`config.mk`:
```
export PLATFORM = sky130hd
export DESIGN_NAME = pls_ctrl
export DESIGN_NICKNAME = d
export VERILOG_FILES = /design/src/sv/positional_list_store_assert.svh /design/src/sv/pls_pkg.sv /design/src/sv/pls_ctrl.sv
export SDC_FILE = /design/constraint.sdc
export NUM_CORES = 1
export LEC_CHECK = 0
export BUFFER_PORTS_ARGS = -buffer_cell sky130_fd_sc_hd__buf_2
export CAP_MARGIN = 30
export CORE_AREA = 2 2 39 41
export DETAILED_ROUTE_END_ITERATION = 8
export DIE_AREA = 0 0 41 43
export GPL_TIMING_DRIVEN = 0
export SYNTH_ARGS = -nofsm -noshare
export SYNTH_HDL_FRONTEND = slang
export SYNTH_SLANG_ARGS = --single-unit
```
`constraint.sdc`:
```
create_clock -name aclk -period 3.03 [get_ports aclk]
set_clock_uncertainty 0.2 [all_clocks]
set_input_delay 0.606 -clock aclk [delete_from_list [all_inputs] [get_ports aclk]]
set_output_delay 0.606 -clock aclk [all_outputs]
set_load 0.01 [all_outputs]
```
`src/sv/positional_list_store_assert.svh`:
```
// Assertion macros for the positional list store.
// Expects aclk and aresetn in the scope where the macros are used.
`ifndef POSITIONAL_LIST_STORE_ASSERT_SVH
`define POSITIONAL_LIST_STORE_ASSERT_SVH

// Same-cycle implication, disabled during reset
`define PLS_ASSERT_NOW(lbl, ante, cons, msg) \
    lbl: assert property (@(posedge aclk) disable iff (!aresetn) (ante) |-> (cons)) \
        else $error(msg);

// Next-cycle implication, disabled during reset
`define PLS_ASSERT_NEXT(lbl, ante, cons, msg) \
    lbl: assert property (@(posedge aclk) disable iff (!aresetn) (ante) |=> (cons)) \
        else $error(msg);

`endif

```
`src/sv/pls_pkg.sv`:
```
// Shared types and constants for the positional list store.
// Used by pls_ctrl, pls_datapath and positional_list_store; no dependencies.
`timescale 1ns / 1ps

package pls_pkg;

    localparam int DEF_CAPACITY = 1024;
    localparam int ACT_W        = 3;
    localparam int POS_W        = 16;
    localparam int VAL_W        = 32;
    localparam int S_TDATA_W    = 48;   // position + item_value, byte aligned

    localparam logic [VAL_W-1:0] NOT_FOUND_VALUE = '1;

    // Action codes
    localparam logic [ACT_W-1:0] ACT_READ     = 3'd0;
    localparam logic [ACT_W-1:0] ACT_INS_HEAD = 3'd1;
    localparam logic [ACT_W-1:0] ACT_INS_TAIL = 3'd2;
    localparam logic [ACT_W-1:0] ACT_INS_AT   = 3'd3;
    localparam logic [ACT_W-1:0] ACT_DELETE   = 3'd4;

    typedef enum logic [2:0] {
        PTR_HOLD,
        PTR_LOAD_TOP,
        PTR_LOAD_POS,
        PTR_LOAD_POSP1,
        PTR_DEC,
        PTR_INC
    } ptr_op_t;

    typedef enum logic [1:0] {
        WR_NONE,
        WR_SHIFT_UP,
        WR_SHIFT_DN,
        WR_PLACE
    } wr_op_t;

    typedef enum logic [1:0] {
        CNT_HOLD,
        CNT_INC,
        CNT_DEC
    } cnt_op_t;

    // Controller -> datapath
    typedef struct packed {
        logic    item_load;
        logic    flag_load;
        logic    res_load;
        ptr_op_t ptr_op;
        wr_op_t  wr_op;
        cnt_op_t cnt_op;
    } pls_cmd_t;

    // Datapath -> controller
    typedef struct packed {
        logic read_hit;
        logic ins_ok;
        logic ins_shift;
        logic del_ok;
        logic del_shift;
        logic ptr_at_target;
        logic ptr_at_last;
        logic out_free;
    } pls_status_t;

endpackage

```
`src/sv/pls_ctrl.sv`:
```
// Sequencing controller for the positional list store.
// Depends on pls_pkg; drives pls_datapath through pls_cmd_t.
`timescale 1ns / 1ps

module pls_ctrl import pls_pkg::*; (
    input  logic        aclk,
    input  logic        aresetn,
    input  logic        s_tvalid,
    output logic        s_tready,
    input  pls_status_t status,
    output pls_cmd_t    cmd
);

    typedef enum logic [2:0] {
        ST_IDLE,
        ST_DECODE,
        ST_SHIFT_UP,
        ST_PLACE,
        ST_SHIFT_DN,
        ST_DONE
    } state_t;

    state_t state_reg, state_next;

    // State register
    always_ff @(posedge aclk) begin
        if (!aresetn) begin
            state_reg <= ST_IDLE;
        end else begin
            state_reg <= state_next;
        end
    end

    assign s_tready = (state_reg == ST_IDLE);

    // Next state and command decode
    always_comb begin
        state_next    = state_reg;
        cmd.item_load = 1'b0;
        cmd.flag_load = 1'b0;
        cmd.res_load  = 1'b0;
        cmd.ptr_op    = PTR_HOLD;
        cmd.wr_op     = WR_NONE;
        cmd.cnt_op    = CNT_HOLD;
        case (state_reg)
            ST_IDLE: begin
                if (s_tvalid) begin
                    cmd.item_load = 1'b1;
                    state_next    = ST_DECODE;
                end
            end
            ST_DECODE: begin
                cmd.flag_load = 1'b1;
                state_next    = ST_DONE;
                if (status.read_hit) begin
                    cmd.ptr_op = PTR_LOAD_POS;
                end else if (status.ins_ok) begin
                    if (status.ins_shift) begin
                        cmd.ptr_op = PTR_LOAD_TOP;
                        state_next = ST_SHIFT_UP;
                    end else begin
                        cmd.wr_op  = WR_PLACE;
                        cmd.cnt_op = CNT_INC;
                    end
                end else if (status.del_ok) begin
                    if (status.del_shift) begin
                        cmd.ptr_op = PTR_LOAD_POSP1;
                        state_next = ST_SHIFT_DN;
                    end else begin
                        cmd.cnt_op = CNT_DEC;
                    end
                end
            end
            // Move one entry up per cycle, top down to the target slot
            ST_SHIFT_UP: begin
                cmd.wr_op = WR_SHIFT_UP;
                if (status.ptr_at_target) begin
                    state_next = ST_PLACE;
                end else begin
                    cmd.ptr_op = PTR_DEC;
                end
            end
            ST_PLACE: begin
                cmd.wr_op  = WR_PLACE;
                cmd.cnt_op = CNT_INC;
                state_next = ST_DONE;
            end
            // Move one entry down per cycle, up to the last entry
            ST_SHIFT_DN: begin
                cmd.wr_op = WR_SHIFT_DN;
                if (status.ptr_at_last) begin
                    cmd.cnt_op = CNT_DEC;
                    state_next = ST_DONE;
                end else begin
                    cmd.ptr_op = PTR_INC;
                end
            end
            ST_DONE: begin
                if (status.out_free) begin
                    cmd.res_load = 1'b1;
                    state_next   = ST_IDLE;
                end
            end
            default: begin
                state_next = ST_IDLE;
            end
        endcase
    end

endmodule

```
== Word-level counts from Yosys, hierarchy flattened ==
Index checks and enable logic that the tools add are counted.
Operators by class
  reductions and logical operators: 2
  equality and inequality tests: 9
  mux-type cells: 32
Operators with widths (count)
  2-to-1 mux 3 bit: 12
  one-hot mux 3 bit (6 select lines): 1
  2-to-1 mux 2 bit: 7
  one-hot mux 3 bit (3 select lines): 1
  2-to-1 mux 4 bit: 2
  inequality test 2 bit (second input constant): 4
  one-hot mux 2 bit (4 select lines): 1
  2-to-1 mux 1 bit: 7
  == test 3 x 2 -> 1 bit (second input constant): 2
  == test 3 bit (second input constant): 2
  one-hot mux 2 bit (3 select lines): 1
  AND reduction 4 bit: 1
  == test 3 x 1 -> 1 bit (second input constant): 1
  logical NOT 3 bit: 1
Word-level totals
  register bits: 3
  word-level logic and storage cells: 44
  output and inout port bits: 11
  input bits: 11

== Logic depth before layout (Yosys ltp) ==
  word-level depth: 5
  gate-level depth with buffers: 5
  depth with buffers taken out: 4

== Least setup slack after synthesis ==
OpenSTA, ideal clock, no wires.
  path kind: flip-flop to output port
  start: register state_reg[1]
  end: output port cmd[9] in the netlist's numbering
  slack: 0.923 ns
  cell stages (with the launch flop): 5
  buffers on the path: 2
  required time: 2.224 ns
  arrival: 1.301 ns
  cell sequence: dfxtp_1 buf_6 dlygate4sd1_1 nor3_1 and2_1
RTL lines
  from (decl): line pls_ctrl.sv:23  | state_t state_reg, state_next;
  from (signal assigned): line pls_ctrl.sv:30  | state_reg <= state_next;
  to (decl): line pls_ctrl.sv:11  | output pls_cmd_t cmd

==> summary.md <==
| Metric | Value |
|---|---|
| Status | finished clean |
| Most frequent cells in the layout | buf_2, nor2_1, a21oi_1 |
| Die area | 1763 um^2 |
| Compound-Gate Fraction of Synth Area | 0.2345 |
| Die Y-Extent | 43 um |
| Met2 usage | 0.1594 |
| Row Count | 14 |
| Hpwl dp | 744.9 um |
| Antenna-violating nets left | 0 |
| Max FFs per register | 3 |
| Worst rel slew slack | 0.7442 |
| Total Nets Final | 90 |
| Slack of the critical path | 632.4 ps |
| Met3 Usage GRT | 0.03141 |
| Register area share after synthesis | 0.1564 |
| Worst R2R Setup Slack | 1320 ps |
| Initial Util | 0.2776 |
| CP endpoint kind | output pin |
| Most common cell after layout, fill and taps aside | buf_2 |
| Post_cts resized | 0 |
| Drt total wl | 968 um |
| Area of the mapped netlist | 384.1 um^2 |
| Worst-path fanout max | 10 |
| Bufs on Longest Clock Path | 2 |
| Setup TNS | 0 ps |
| Place WS | 812.4 ps |
| Largest family of logic cells by synthesized area | simple AND/OR/NAND/NOR gates |
| Vias/cell | 5.011 |
| DIE WIDTH | 41 um |
| Synth Area in Adders | 0 |
| DR iter-0 viols | 3 |
| Number of H-tree levels | 1 |
| Final Hold Violating Endpoints | 0 |
| Placed Cells | 90 |
| Peak supply drop | 0.0001512 V |
| Layout cells sized above 1 | 0.3846 |
| Critical Path RT | 2220 ps |
| I/O pin count | 22 |
| RSZ-0062 raised after global routing | no |
| WL/cell | between 10 and 15 um |
| Area post-placement | approximately 500 um^2 |
| Tmin final | ~2400 ps |
| Clock root cell | clkbuf_4 |
| Gr usage total | 0.1182 |
| Fillers | between 150 and 200 |
| CP Capture Point | cmd[1] |
| Hold Crit Class | input port to flop |
| Syn Inst Count | 53 |
| Hold-fix buffers at CTS | 0 |
| Initial antenna violation count | 0 |
| Util after Layout | 0.3870 |
| Busiest grt layer | met2 |
| FF-to-FF Start | state_reg[2]$_SDFFE_PN0P_ |
| Post-CTS setup buffer count | 0 |
| #FFs+latches synth | 3 |
| Distinct cells, synth | 24 |
| N_diodes | 0 |
| First-pass GRT wire length | 1393 um |
| Synth Area in XOR/XNOR | 0 |
| Least-Margin Pin Slew | 383.7 ps |
| Worst reg2reg path depth | 4 |
| Yosys Warn Count | 0 |
| Syn-to-layout area delta | 39.41% |
| Vias | 471 |
| Final Hold Slack | 463.2 ps |
| Final Cycle Share | 0.7913 |
| Setup crit start | state_reg[0]$_SDFFE_PN0P_ |
| LEAKAGE | about 0.25 nW |
| Fin cells | 94 |
| Fmax | 417.1 MHz |
| Design area | 535.5 um^2 |
| Drt drc | 0 |
| Clock transition at the registers of the reported paths | 40 ps |
| Largest net degree at the start of global routing | 11 |
| Crit path kind | flop to output pin |
| Core region area | about 1400 um^2 |
| Vias in the first global route | 326 |
| CTS buffer count | 3 |
| CP arrival | 1590 ps |
| Post-synthesis mux area share | 0.05863 |
| CTS tree | yes |
| Tot Pwr | 0.2927 mW |
| Crit start category | flop |
| Critical R2R Capture | state_reg[2]$_SDFFE_PN0P_ |
| Post-Syn Nets | 64 |
| Syn avg cell area | ~7.2 um^2 |
| TritonRoute pass-1 iters | 4 |
| Met1 Usage GRT | 0.1565 |
| Final setup violation count | 0 |
| GPL Wtd Cong | 0.7620 |
| Port Buffers | 21 |
| Slew Limit Fails | 0 |
| Post-Synth Simple-Gate Area | 0.4593 |
| Max-cap violations | 0 |
| Worst-Skew Late Latency | ~240 ps |
| GRT overflow | 0 |
| Sink Count | 3 |
| Power density over the cells | 546.6 nW/um^2 |
power by group:
part | switching [mW] | total [mW] | internal (mW) | leakage [nW]
combinational | 0.0886 | 0.164 | 0.0756 | 0.212
clock | 0.0226 | 0.0721 | 0.0495 | 0.0150
sequential | 0.00852 | 0.0564 | 0.0479 | 0.0248
Yosys cell counts:
| library cell | n | area share |
|---|---|---|
| clkbuf_1 | 2 | 0.020 |
| o21ai_0 | 2 | 0.026 |
| buf_6 | 1 | 0.029 |
| or4_4 | 1 | 0.029 |
| dfxtp_1 | 3 | 0.16 |
| nor2_1 | 8 | 0.078 |
| mux2_2 | 2 | 0.059 |
| a311oi_2 | 1 | 0.039 |
| a21oi_1 | 7 | 0.091 |
| nor4b_1 | 2 | 0.046 |
| nand2b_1 | 2 | 0.033 |
| nand2_1 | 2 | 0.020 |
| nor3_1 | 3 | 0.039 |
| a311oi_1 | 1 | 0.023 |
| nand4b_1 | 1 | 0.023 |
| and2_1 | 1 | 0.016 |
| or2_1 | 2 | 0.033 |
| nor3b_1 | 2 | 0.039 |
| o311a_4 | 1 | 0.055 |
| nand3b_1 | 3 | 0.059 |
| nand3_1 | 1 | 0.013 |
| dlygate4sd1_1 | 1 | 0.023 |
| nor2b_1 | 2 | 0.033 |
| inv_1 | 2 | 0.020 |
routing by layer:
| layer | share of wire | wire length (um) | vias up |
|---|---|---|---|
| li1 | - | - | 243 |
| met1 | 0.42 | 402 | 208 |
| met2 | 0.48 | 465 | 18 |
| met3 | 0.089 | 86 | 2 |
| met4 | 0.013 | 13 | 0 |
| met5 | 0 | 0 | - |
logic make-up after synthesis:
logic type / count (synthesis)
flops: 3
mux: 2
buf+inv: 6
compound gates: 12
simple gates: 30
cell type report:
class                   count  area (um^2)  area share
plain buffers               4        27.53     0.05140
clock buffers               4        26.28     0.04907
inverters                   2        7.507     0.01402
multi-input cells          44        289.0      0.5397
flip-flops and latches      3        60.06      0.1121
well taps                  16        20.02     0.03738
repair buffers             21        105.1      0.1963
worst max-delay path, stage by stage, from the launching register on:
cell,delay (ps)
dfxtp_1,380
clkbuf_1,330
nor2b_1,260
nand3_1,90
a21oi_1,150
buf_2,140
worst min-delay path by stage:
| stage | startpoint | end | slack (ps) | cells past startpoint |
|---|---|---|---|---|
| detailed placement | state_reg[1]$_SDFFE_PN0P_ | state_reg[1]$_SDFFE_PN0P_ | 470 | 3 |
| floorplan | state_reg[1]$_SDFFE_PN0P_ | state_reg[1]$_SDFFE_PN0P_ | 430 | 3 |
| global route | aresetn | state_reg[2]$_SDFFE_PN0P_ | 470 | 3 |
| global placement | state_reg[1]$_SDFFE_PN0P_ | state_reg[1]$_SDFFE_PN0P_ | 450 | 3 |
| finish | aresetn | state_reg[2]$_SDFFE_PN0P_ | 460 | 3 |
| CTS | aresetn | state_reg[2]$_SDFFE_PN0P_ | 470 | 3 |
Note: power is estimated with default switching activity, not from simulation.
